`src/design/ffva_pkg.sv`:
```
// shared constants, codes and structs of the first-fit allocator
// used by the walker and the top level; no dependencies
package ffva_pkg;

	localparam int ARENA_WORDS  = 1024;
	localparam int WORD_BYTES   = 8;
	localparam int HEADER_WORDS = 1;
	localparam int WORD_SHIFT   = $clog2(WORD_BYTES);
	localparam int AW           = $clog2(ARENA_WORDS);
	localparam int HW           = AW + 2;

	typedef enum logic [1:0] {
		KIND_ALLOC = 2'd0,
		KIND_FREE  = 2'd1,
		KIND_QUERY = 2'd2,
		KIND_NONE  = 2'd3
	} kind_t;

	typedef struct packed {
		logic          we;
		logic [AW-1:0] waddr;
		logic [HW-1:0] wdata;
		logic [AW-1:0] raddr;
	} mem_req_t;

	typedef struct packed {
		logic [12:0] grant_address;
		logic        ok;
		logic [13:0] largest_bytes;
	} result_t;

endpackage

```
`src/design/ffva_walker.sv`:
```
// chain walker: sequencer that reads, merges and rewrites block headers
// depends on ffva_pkg; drives the header ram through a mem_req_t
module ffva_walker (
	input  logic                     clk,
	input  logic                     arst_n,
	input  logic                     cfg_we,
	input  logic [13:0]              cfg_wdata,
	input  logic                     in_xfer,
	input  logic [1:0]               kind,
	input  logic [13:0]              size_bytes,
	input  logic [12:0]              address,
	output logic                     busy,
	output ffva_pkg::mem_req_t       mem,
	input  logic [ffva_pkg::HW-1:0]  rdata,
	output logic                     res_valid,
	output ffva_pkg::result_t        res,
	input  logic                     res_take
);
	import ffva_pkg::*;

	typedef enum logic [6:0] {
		ST_INIT0 = 7'b0000001,
		ST_INIT1 = 7'b0000010,
		ST_IDLE  = 7'b0000100,
		ST_RD    = 7'b0001000,
		ST_MRG   = 7'b0010000,
		ST_SPLIT = 7'b0100000,
		ST_DONE  = 7'b1000000
	} state_t;

	state_t         state_q, state_d;
	kind_t          kind_q, kind_d;
	logic [13:0]    arena_q;
	logic [11:0]    need_q, need_d;
	logic [AW-1:0]  target_q, target_d;
	logic [AW-1:0]  p_q, p_d;
	logic [AW:0]    len_q, len_d;
	logic [AW:0]    best_q, best_d;
	result_t        res_q, res_d;

	logic [11:0]    words_raw, words;
	logic [11:0]    need_in;
	logic [AW-1:0]  end_idx;
	logic           h_zero, h_neg;
	logic [AW:0]    h_abs, step;
	logic [AW:0]    nx_abs;
	logic           run_go, run_stop;
	logic [AW:0]    run_len, run_q;
	logic [12:0]    goal, rest;
	logic [AW:0]    grant_word;

	// arena word count, saturated to the legal range
	assign words_raw = 12'((15'(arena_q) + 15'(WORD_BYTES - 1)) >> WORD_SHIFT);
	always_comb begin
		if (words_raw < 12'(2 * HEADER_WORDS)) begin
			words = 12'(2 * HEADER_WORDS);
		end else if (words_raw > 12'(ARENA_WORDS)) begin
			words = 12'(ARENA_WORDS);
		end else begin
			words = words_raw;
		end
	end
	assign end_idx = AW'(words - 12'(HEADER_WORDS));
	assign need_in = 12'((15'(size_bytes) + 15'(WORD_BYTES - 1)) >> WORD_SHIFT);

	assign h_zero = (rdata == '0);
	assign h_neg  = rdata[HW-1];
	assign h_abs  = h_neg ? (AW+1)'(-rdata) : (AW+1)'(rdata);
	assign nx_abs = (AW+1)'(rdata);
	assign step   = {1'b0, p_q} + h_abs;
	assign goal   = 13'(need_q) + 13'(HEADER_WORDS);

	always_comb begin
		state_d  = state_q;
		kind_d   = kind_q;
		need_d   = need_q;
		target_d = target_q;
		p_d      = p_q;
		len_d    = len_q;
		best_d   = best_q;
		res_d    = res_q;
		mem      = '0;
		run_go   = 1'b0;
		run_stop = 1'b0;
		run_len  = '0;
		run_q    = '0;
		rest     = '0;
		grant_word = '0;
		case (state_q)
			ST_INIT0: begin
				mem.we    = 1'b1;
				mem.waddr = '0;
				mem.wdata = HW'(words - 12'(HEADER_WORDS));
				state_d   = ST_INIT1;
			end
			ST_INIT1: begin
				// end marker
				mem.we    = 1'b1;
				mem.waddr = end_idx;
				mem.wdata = '0;
				state_d   = ST_IDLE;
			end
			ST_IDLE: begin
				if (in_xfer) begin
					kind_d   = kind_t'(kind);
					need_d   = need_in;
					target_d = AW'((address >> WORD_SHIFT) - 13'(HEADER_WORDS));
					p_d      = '0;
					best_d   = '0;
					res_d    = '0;
					mem.raddr = '0;
					case (kind_t'(kind))
						KIND_ALLOC: state_d = (need_in == '0) ? ST_DONE : ST_RD;
						KIND_FREE: begin
							if (address == '0 || address[WORD_SHIFT-1:0] != '0) begin
								state_d = ST_DONE;
							end else begin
								state_d = ST_RD;
							end
						end
						KIND_QUERY: state_d = ST_RD;
						default:    state_d = ST_DONE;
					endcase
				end
			end
			ST_RD: begin
				if (h_zero) begin
					if (kind_q == KIND_QUERY) begin
						res_d.ok            = 1'b1;
						res_d.largest_bytes = 14'({best_q, {WORD_SHIFT{1'b0}}});
					end
					state_d = ST_DONE;
				end else if (kind_q == KIND_FREE) begin
					if (p_q == target_q) begin
						if (h_neg) begin
							mem.we    = 1'b1;
							mem.waddr = p_q;
							mem.wdata = HW'(-rdata);
							res_d.ok  = 1'b1;
						end
						state_d = ST_DONE;
					end else if (step > {1'b0, target_q}) begin
						state_d = ST_DONE;
					end else begin
						p_d       = step[AW-1:0];
						mem.raddr = step[AW-1:0];
					end
				end else if (h_neg) begin
					if (step[AW]) begin
						if (kind_q == KIND_QUERY) begin
							res_d.ok            = 1'b1;
							res_d.largest_bytes = 14'({best_q, {WORD_SHIFT{1'b0}}});
						end
						state_d = ST_DONE;
					end else begin
						p_d       = step[AW-1:0];
						mem.raddr = step[AW-1:0];
					end
				end else begin
					run_go  = 1'b1;
					run_len = h_abs;
				end
			end
			ST_MRG: begin
				run_go = 1'b1;
				if (h_zero || h_neg) begin
					run_stop = 1'b1;
					run_len  = len_q;
				end else begin
					run_len = len_q + nx_abs;
				end
			end
			ST_SPLIT: begin
				mem.we    = 1'b1;
				mem.waddr = AW'(13'(p_q) + goal);
				mem.wdata = HW'(len_q);
				state_d   = ST_DONE;
			end
			ST_DONE: begin
				if (res_take) begin
					state_d = ST_IDLE;
				end
			end
			default: state_d = ST_IDLE;
		endcase

		// a free block run: fit check, keep merging, or write it back and move on
		if (run_go) begin
			run_q = {1'b0, p_q} + run_len;
			if (kind_q == KIND_ALLOC && 13'(run_len) >= goal) begin
				rest       = 13'(run_len) - goal;
				grant_word = {1'b0, p_q} + (AW+1)'(HEADER_WORDS);
				res_d.ok            = 1'b1;
				res_d.grant_address = 13'({grant_word, {WORD_SHIFT{1'b0}}});
				mem.we    = 1'b1;
				mem.waddr = p_q;
				if (rest >= 13'(HEADER_WORDS + 1)) begin
					mem.wdata = HW'(-goal);
					len_d     = (AW+1)'(rest);
					state_d   = ST_SPLIT;
				end else begin
					mem.wdata = -HW'(run_len);
					state_d   = ST_DONE;
				end
			end else if (!run_stop && !run_q[AW]) begin
				len_d     = run_len;
				mem.raddr = run_q[AW-1:0];
				state_d   = ST_MRG;
			end else begin
				mem.we    = 1'b1;
				mem.waddr = p_q;
				mem.wdata = HW'(run_len);
				if (kind_q == KIND_QUERY &&
				    run_len - (AW+1)'(HEADER_WORDS) > best_d) begin
					best_d = run_len - (AW+1)'(HEADER_WORDS);
				end
				if (run_q[AW]) begin
					if (kind_q == KIND_QUERY) begin
						res_d.ok            = 1'b1;
						res_d.largest_bytes = 14'({best_d, {WORD_SHIFT{1'b0}}});
					end
					state_d = ST_DONE;
				end else begin
					p_d       = run_q[AW-1:0];
					mem.raddr = run_q[AW-1:0];
					state_d   = ST_RD;
				end
			end
		end

		// a register write reinitialises the arena
		if (cfg_we) begin
			state_d = ST_INIT0;
		end
	end

	always_ff @(posedge clk or negedge arst_n) begin
		if (!arst_n) begin
			state_q <= ST_INIT0;
			arena_q <= 14'd8192;
		end else begin
			state_q <= state_d;
			if (cfg_we) begin
				arena_q <= cfg_wdata;
			end
		end
	end

	always_ff @(posedge clk) begin
		kind_q   <= kind_d;
		need_q   <= need_d;
		target_q <= target_d;
		p_q      <= p_d;
		len_q    <= len_d;
		best_q   <= best_d;
		res_q    <= res_d;
	end

	assign busy      = (state_q != ST_IDLE);
	assign res_valid = (state_q == ST_DONE);
	assign res       = res_q;
endmodule

```
`config.mk`:
```
export PLATFORM = sky130hd
export DESIGN_NAME = ffva_walker
export DESIGN_NICKNAME = d
export VERILOG_FILES = /design/src/design/ffva_pkg.sv /design/src/design/ffva_walker.sv
export SDC_FILE = /design/constraint.sdc
export NUM_CORES = 1
export LEC_CHECK = 0
export ABC_CLOCK_PERIOD_IN_PS = 11800
export BUFFER_PORTS_ARGS = -buffer_cell sky130_fd_sc_hd__buf_2
export CORE_MARGIN = 2
export CORE_UTILIZATION = 38
export CTS_BUF_LIST = sky130_fd_sc_hd__clkbuf_4
export DETAILED_ROUTE_END_ITERATION = 8
export PLACE_DENSITY = 0.52
export SYNTH_ARGS = -nofsm -noshare
export SYNTH_HDL_FRONTEND = slang
export SYNTH_SLANG_ARGS = --single-unit
```
`constraint.sdc`:
```
create_clock -name clk -period 11.8 [get_ports clk]
set_input_delay 0.59 -clock clk [delete_from_list [all_inputs] [get_ports clk]]
set_output_delay 0.59 -clock clk [all_outputs]
set_load 0.005 [all_outputs]
```
# [After elaboration in Yosys (flattened, before gate mapping)]
# Index checks and enable logic that the tools add are counted.
[op_classes] addsub=15 n_lt_le_gt_ge=6 n_eq_ne=20 mux=89 n_reduce_logical=17
[ops] operator="10-bit 2-to-1 mux" n=20
[ops] operator="11-bit 2-to-1 mux" n=14
[ops] operator="23-bit 2-to-1 mux" n=5
[ops] operator="7-bit 2-to-1 mux" n=16
[ops] operator="15-bit 2-to-1 mux" n=7
[ops] operator="23-bit case mux with 4 select lines" n=1
[ops] operator="33-bit 2-to-1 mux" n=2
[ops] operator="28-bit 2-to-1 mux" n=2
[ops] operator="7-bit case mux with 6 select lines" n=1
[ops] operator="12-bit 2-to-1 mux" n=3
[ops] operator="14-bit by 3-bit adder with 15-bit output (second input constant)" n=2
[ops] operator="15-bit case mux with 2 select lines" n=1
[ops] operator="14-bit 2-to-1 mux" n=2
[ops] operator="13-bit 2-to-1 mux" n=2
[ops] operator="12-bit logical NOT" n=2
[ops] operator="12-bit negator" n=2
[ops] operator="10-bit by 11-bit adder with 11-bit output" n=2
[ops] operator="11-bit case mux with 2 select lines" n=1
[ops] operator="7-bit case mux with 3 select lines" n=1
[ops] operator="10-bit case mux with 2 select lines" n=1
[ops] operator="12-bit by 1-bit adder with 13-bit output (second input constant)" n=1
[ops] operator="11-bit by 13-bit >= comparator with 1-bit output" n=1
[ops] operator="13-bit by 2-bit >= comparator with 1-bit output (second input constant)" n=1
[ops] operator="13-bit logical NOT" n=1
[ops] operator="other kinds (40)" n=56
[totals] ff_bits=105 input_bits=60 elab_cells=158

# [Depth between registers and ports, before layout]
# Gate-level depths: netlist of run 1.
[logic_depth] word_depth=15 mapped_depth=23 mapped_depth_nobuf=22

# [Worst setup path before layout of run 1]
# No wires, ideal clock.
[synth_timing] path_type="input port to output port" startpoint="in rdata[0] (netlist name)" endpoint="out mem[32] (netlist name)" arrival_time_ns=5.166 required_time_ns=11.210 path_slack_ns=6.044 cell_stages=18 n_path_buf=1 path_cell_list="ha_1 > fa_1 > a211oi_2 > nor2_2 > a2111oi_4 > nor3b_1 > or4b_4 > and3_1 > inv_1 > ha_1 > and2_1 > a311o_1 > o2111ai_1 > nand2_1 > o31a_1 > or2_1 > buf_6 > or4_1"
[synth_rtl] element="from (decl)" line="ffva_walker.sv:14" source="input logic [ffva_pkg::HW-1:0] rdata,"
[synth_rtl] element="to (decl)" line="ffva_walker.sv:13" source="output ffva_pkg::mem_req_t mem,"

==> impl_metrics.env, run 1 <==
export IMPL_initial_core_util=0.3878
export IMPL_gp_congestion=0.9518
export IMPL_setup_violations_final=0
export IMPL_maxUsedRoutingLayer="met4"
export IMPL_postCtsHoldBufs=1
export IMPL_hold_violations=0
export IMPL_core_area_sq_um=27030
export IMPL_ctsResizeCount=0
export IMPL_gr_total_overflow=0
export IMPL_required_ns=11.21
export IMPL_port_buffers=122
export IMPL_cap_violations=0
export IMPL_cpMostUsedCell="or3_1"
export IMPL_synth_top_area_share=0.1003
export IMPL_io_pins=123
export IMPL_synth_area_leaders="edfxtp_1 (10%), dfxtp_1 (9.4%), ha_1 (9.3%)"
export IMPL_post_cts_buffers=0
export IMPL_clkTransAtPathRegs_ns=0.22
export IMPL_met1_length_mm=17.02
export IMPL_post_drt_wl_per_cell_microns=21.35
export IMPL_end_kind="output port"
export IMPL_die_w_microns=170.1
export IMPL_max_stage_delay_ns=0.78
export IMPL_wl_met2_mm=16.25
export IMPL_power_leakage_nw=5.012
export IMPL_grt_max_degree=48
export IMPL_cts_buffer_depth=2
export IMPL_worstSkewPairLatency_ns=0.54
export IMPL_ys_warnings_count=0
export IMPL_holdWs_ns=0.2682
export IMPL_wl_mm=36.90
export IMPL_via_per_inst=5.955
export IMPL_worstPathArrival_ns=6.70
export IMPL_finClkSkew_ns=0.04791
export IMPL_cts_buffers=9
export IMPL_seq_area_frac_synth=0.2442
export IMPL_rsz0062_at_grt="false"
export IMPL_synth_ff_type="dfxtp_1"
export IMPL_placed_area_sq_um=11380
export IMPL_grt_usage=0.2515
export IMPL_synth_area_sq_um=10480
export IMPL_syn2layout_area_growth_pct=10.41
export IMPL_rows=60
export IMPL_postSynthAreaPerCell_sq_um=8.081
export IMPL_syn_inst=1297
export IMPL_cp_max_fo=13
export IMPL_grt_first_pass_wirelength_mm=55.31
export IMPL_worst_pin_slew_ns=1.114
export IMPL_antenna_found_initial=1
export IMPL_cts_num_sinks=105
export IMPL_clock_fmax_mhz=137.2
export IMPL_start_kind="register"
export IMPL_dr_pass1_iters=6
export IMPL_die_area_sq_um=28930
export IMPL_post_route_period_util=0.6175
export IMPL_synthArstFlopShare=0.2000
export IMPL_first_global_vias=9245
export IMPL_final_cell_area_sq_um=11570
export IMPL_crit_chain="nor4_1 > nand3_1 > nor2_1 > a22oi_1 > buf_4 > ha_1 > fa_1 > nand2b_1 > a211oi_1 > o22a_1 > mux2i_1 > nand4_1 > or3_1 > nand2_1 > o221ai_1 > or3_1 > buf_2"
export IMPL_drt_iter0_drc=1013
export IMPL_drive_gt1_frac=0.1400
export IMPL_vias=10291
export IMPL_drv_slew=0
export IMPL_htreeDepth=3
export IMPL_hold_path_class="in -> reg"
export IMPL_nets=1524
export IMPL_dp_hpwl_mm=29.35
export IMPL_cts_tree="yes"
export IMPL_synth_seq_cells=105
export IMPL_synth_top_area_cell="edfxtp_1"
export IMPL_fin_crit_ns=7.287
export IMPL_wl_met3_mm=2.908
export IMPL_cts_root_buf="clkbuf_4"
export IMPL_slowest_stage="nor2_1"
export IMPL_ir_worst_vdd_v=0.00006159
export IMPL_dieHeight_microns=170.1
export IMPL_synth_edf_count=35
export IMPL_slew_headroom=0.2515
export IMPL_ys_types=89
export IMPL_drtAntennaViolNets=0
export IMPL_p_per_area_nw_per_um2=89.73
export IMPL_synth_nets=1440
export IMPL_tns_ns=0
export IMPL_drcViolationCount=0
export IMPL_crit_type="reg -> out"
export IMPL_status="finished, final reports clean"
[stage by stage]
step / setup slack [ns] / util / power, W / cells
floorplan: 6.044 / - / 0.0006820 / 1297
global placement: 5.138 / 0.4213 / 0.0008069 / 1710
detailed placement: 4.952 / 0.4213 / 0.0008095 / 1710
CTS: 4.656 / 0.4281 / 0.001041 / 1727
global route: 3.971 / 0.4282 / 0.001098 / 1728
finish: 4.513 / 0.4282 / 0.001038 / 1728
[worst paths after layout]
| path | from | to | slack (ns) | depth (start not counted) |
|---|---|---|---|---|
| max | state_q[3] | mem[13] | 4.51 | 17 |
| max reg2reg | state_q[3] | len_q[7] | 5.54 | 15 |
| min reg2reg | res[19] | res[19] | 0.48 | 2 |
| max in group asynchronous | arst_n | state_q[0] | 10.87 | 2 |
| min | kind[1] | kind_q[1] | 0.27 | 1 |
| min in group asynchronous | arst_n | state_q[3] | 0.52 | 2 |
[cells in the final DEF, fill, tap and decap left out, drive strengths merged, types with 21 or more instances in the layout]
cell type and instances:
a21o 21, inv 61, nand2 100, nand3 53, xnor2 74, xor2 47, buf 138, nand2b 22
o21ai 71, and2 23, nand4 26, ha 78, a21oi 60, dfxtp 49, nor3 54, nor2 101
edfxtp 35, mux2i 30
[final cells by class]
cell class | instances | area (sq um)
Clock buffer | 9 | 67.56
Clock inverter | 7 | 107.6
Fill cell | 2826 | 15450
Sequential cell | 105 | 2560
Timing Repair Buffer | 139 | 740.7
Tap cell | 341 | 426.7
Inverter | 58 | 217.7
Multi-Input combinational cell | 1068 | 7450
Antenna cell | 1 | 2.502
[state kept, by name (all words and copies together) (netlist names)]
name and count:
arena_q 14, best_q 11, kind_q 2, len_q 11, need_q 12, p_q 10
res 28, state_q 7, target_q 10
[critical path, delay by kind of cell, from the launching register on]
family          cells  cell delay (ns)
compound gates      4             1.11
simple gates        8             3.23
mux                 1             0.33
flops               1             0.50
buf+inv             2             0.36
fa+ha+maj           2             0.61
[synth_stat cells, types with 22 or more instances]
master    count
a21oi_1      60
and2_1       23
clkbuf_1     52
dfxtp_1      49
edfxtp_1     35
ha_1         78
inv_1        58
mux2i_1      30
nand2_1     100
nand2b_1     22
nand3_1      53
nand4_1      26
nor2_1      100
nor3_1       53
o21ai_0      63
xnor2_1      74
xor2_1       47
[cell families after synthesis]
family,after synthesis,share of synthesized area
adders and majority gates,83,0.1027
DFF,105,0.2442
muxes,47,0.04691
AOI/OAI and AO/OA,323,0.2145
and+or+nand+nor,494,0.2442
xor gates and xnor gates,121,0.1011
buffers and inverters,124,0.04632
[report_power, final]
group	internal [W]	switching, W	total (W)	leakage (nW)
sequential	0.000394	0.0000362	0.000430	0.982
combinational	0.000153	0.000226	0.000379	3.94
clock	0.0000728	0.000156	0.000229	0.0913
total	0.000620	0.000418	0.00104	5.01
[metal layers]
layer	global-route usage	vias up
li1	-	4985
met1	0.3614	4847
met4	0.05834	0
met3	0.04000	40
met2	0.3943	419
met5	0	-
No activity file was read; power rests on OpenSTA's default activity.
==> run 2: changes to the inputs <==
--- a/config.mk
+++ b/config.mk
@@ -5,7 +5,7 @@
 export SDC_FILE = /design/constraint.sdc
 export NUM_CORES = 1
 export LEC_CHECK = 0
-export ABC_CLOCK_PERIOD_IN_PS = 11800
+export ABC_CLOCK_PERIOD_IN_PS = 7100
 export BUFFER_PORTS_ARGS = -buffer_cell sky130_fd_sc_hd__buf_2
 export CORE_MARGIN = 2
 export CORE_UTILIZATION = 38
==> constraint.sdc (replaced) <==
create_clock -name clk -period 7.1 [get_ports clk]
set_input_delay 0.355 -clock clk [delete_from_list [all_inputs] [get_ports clk]]
set_output_delay 0.355 -clock clk [all_outputs]
set_load 0.005 [all_outputs]
==> impl_metrics.env, run 2 (same netlist as run 1, synthesis figures left out) <==
export IMPL_cap_violations=0
export IMPL_hold_violations=0
export IMPL_post_cts_buffers=0
export IMPL_clock_fmax_mhz=147.9
export IMPL_setup_worst_path_start="state_q[1]"
export IMPL_cpMostUsedCell="or3_1"
export IMPL_antenna_found_initial=1
export IMPL_io_pins=123
export IMPL_hp_start="cfg_wdata[5]"
export IMPL_hold_path_class="in -> reg"
export IMPL_die_w_microns=170.1
export IMPL_end_kind="output port"
export IMPL_status="finished, final reports clean"
export IMPL_initial_core_util=0.3878
export IMPL_grt_first_pass_wirelength_mm=57.72
export IMPL_tns_ns=0
export IMPL_drv_slew=0
export IMPL_reg2reg_from="kind_q[1]"
export IMPL_ir_worst_vdd_v=0.00008675
export IMPL_port_buffers=122
export IMPL_core_area_sq_um=27030
export IMPL_slowest_stage="and3_1"
export IMPL_grt_max_degree=28
export IMPL_wl_mm=37.98
export IMPL_setup_violations_final=0
export IMPL_drtAntennaViolNets=0
export IMPL_fillers=2823
export IMPL_cts_tree="yes"
export IMPL_dp_hpwl_mm=30.35
export IMPL_cts_buffer_depth=2
export IMPL_vias=10461
export IMPL_crit_type="reg -> out"
export IMPL_die_area_sq_um=28930
export IMPL_worstPathArrival_ns=6.41
export IMPL_clkTransAtPathRegs_ns=0.18
export IMPL_start_kind="register"
export IMPL_required_ns=6.74
export IMPL_gp_congestion=0.9287
export IMPL_gr_total_overflow=0
export IMPL_finClkSkew_ns=0.03475
export IMPL_largest_register_ffs=28
export IMPL_first_global_vias=9623
export IMPL_slew_headroom=0.3068
export IMPL_post_route_period_util=0.9522
export IMPL_crit_chain="nor4_1 > and3_1 > a22o_1 > a22oi_1 > ha_1 > fa_1 > nand2b_1 > a211oi_1 > o22a_1 > mux2i_1 > nand4_1 > or3_1 > nand2_1 > o221ai_1 > or3_1 > buf_2"
export IMPL_hold_depth=3
export IMPL_mostFrequentLayoutCells="buf_2 (122), nor2_1 (99), nand2_1 (99)"
export IMPL_fin_crit_ns=6.761
export IMPL_p_per_area_nw_per_um2=143.7
export IMPL_final_common_cell="buf_2"
export IMPL_dieHeight_microns=170.1
export IMPL_post_drt_wl_per_cell_microns=21.92
export IMPL_htreeDepth=3
export IMPL_cp_max_fo=16
export IMPL_cts_root_buf="clkbuf_4"
export IMPL_rows=60
export IMPL_power_leakage_nw=5.013
export IMPL_worst_pin_slew_ns=1.040
export IMPL_rsz0062_at_grt="false"
export IMPL_ff2ff_path_depth=16
export IMPL_syn2layout_area_growth_pct=10.49
export IMPL_r2r_slack_ns=1.13
export IMPL_grt_usage=0.2630
export IMPL_nets=1529
export IMPL_max_stage_delay_ns=0.66
export IMPL_via_per_inst=6.036
export IMPL_final_cell_count_no_fill=1733
export IMPL_cts_num_sinks=105
export IMPL_drive_gt1_frac=0.1452
export IMPL_drt_iter0_drc=982
export IMPL_dp_cells=1715
export IMPL_dr_pass1_iters=5
export IMPL_drcViolationCount=0
export IMPL_cts_buffers=9
export IMPL_worstSkewPairLatency_ns=0.53
==> run 2: worst max-delay path: cells and delay by family (launching register included) <==
| kind | cells | cell delay [ns] |
|---|---|---|
| DFF | 1 | 0.47 |
| buffers and inverters | 1 | 0.15 |
| adders and majority gates | 2 | 0.74 |
| and+or+nand+nor | 7 | 2.71 |
| AOI/OAI and AO/OA | 5 | 1.48 |
| muxes | 1 | 0.34 |
==> run 2: report_power, final <==
| part | leakage (nW) | total (W) | internal, W | switching (W) |
|---|---|---|---|---|
| sequential | 0.982 | 0.000715 | 0.000655 | 0.0000598 |
| clock | 0.0675 | 0.000320 | 0.0000776 | 0.000242 |
| combinational | 3.96 | 0.000630 | 0.000255 | 0.000374 |
| total | 5.01 | 0.00166 | 0.000988 | 0.000676 |
==> run 2: area by class of cell <==
cell class / count / area (sq um) / share of cell area
Sequential cell: 105 / 2560 / 0.2210
Clock buffer: 9 / 67.56 / 0.005834
Multi-Input combinational cell: 1068 / 7468 / 0.6449
Timing Repair Buffer: 144 / 778.2 / 0.06720
Inverter: 58 / 217.7 / 0.01880
Clock inverter: 7 / 60.06 / 0.005186
Tap cell: 341 / 426.7 / 0.03684
Antenna cell: 1 / 2.502 / 0.0002161
==> run 2: per-layer routing <==
layer  track usage  wire length (microns)  vias to the layer above
met5             0                      0                        -
met2        0.4031                  16740                      439
met3       0.03581                   2751                       57
met4       0.08324                   1005                        0
met1        0.3805                  17490                     4970
li1              -                      -                     4995
==> run 2: path summary, 6_finish.rpt <==
path / to
worst max register to register: len_q[4]
worst min-delay path: arena_q[5]
worst max-delay path: mem[13]
worst min register to register: res[2]
max in group asynchronous: arena_q[13]
min in group asynchronous: arena_q[2]
==> run 2: per-stage QoR <==
step / utilization / hold slack [ns] / worst slack (ns) / total power (W) / instance area, sq um
2_1_floorplan: - / 0.05941 / 1.772 / 0.001133 / 10480
3_3_place_gp: 0.4226 / 0.3371 / 0.8234 / 0.001344 / 11420
3_5_place_dp: 0.4226 / 0.3536 / 0.6923 / 0.001345 / 11420
4_1_cts: 0.4277 / 0.02643 / 0.2551 / 0.001666 / 11560
5_1_grt: 0.4285 / 0.03390 / 0.07654 / 0.001767 / 11580
6_report: 0.4285 / 0.03804 / 0.3392 / 0.001664 / 11580
==> run 2: what timing repair did <==
| action | in CTS | in global routing |
|---|---|---|
| endpoints found under the hold margin | 19 | 0 |
| gates resized for setup | 0 | 4 |
| hold buffers | 1 | 0 |
| endpoints found under the setup margin | 0 | 21 |
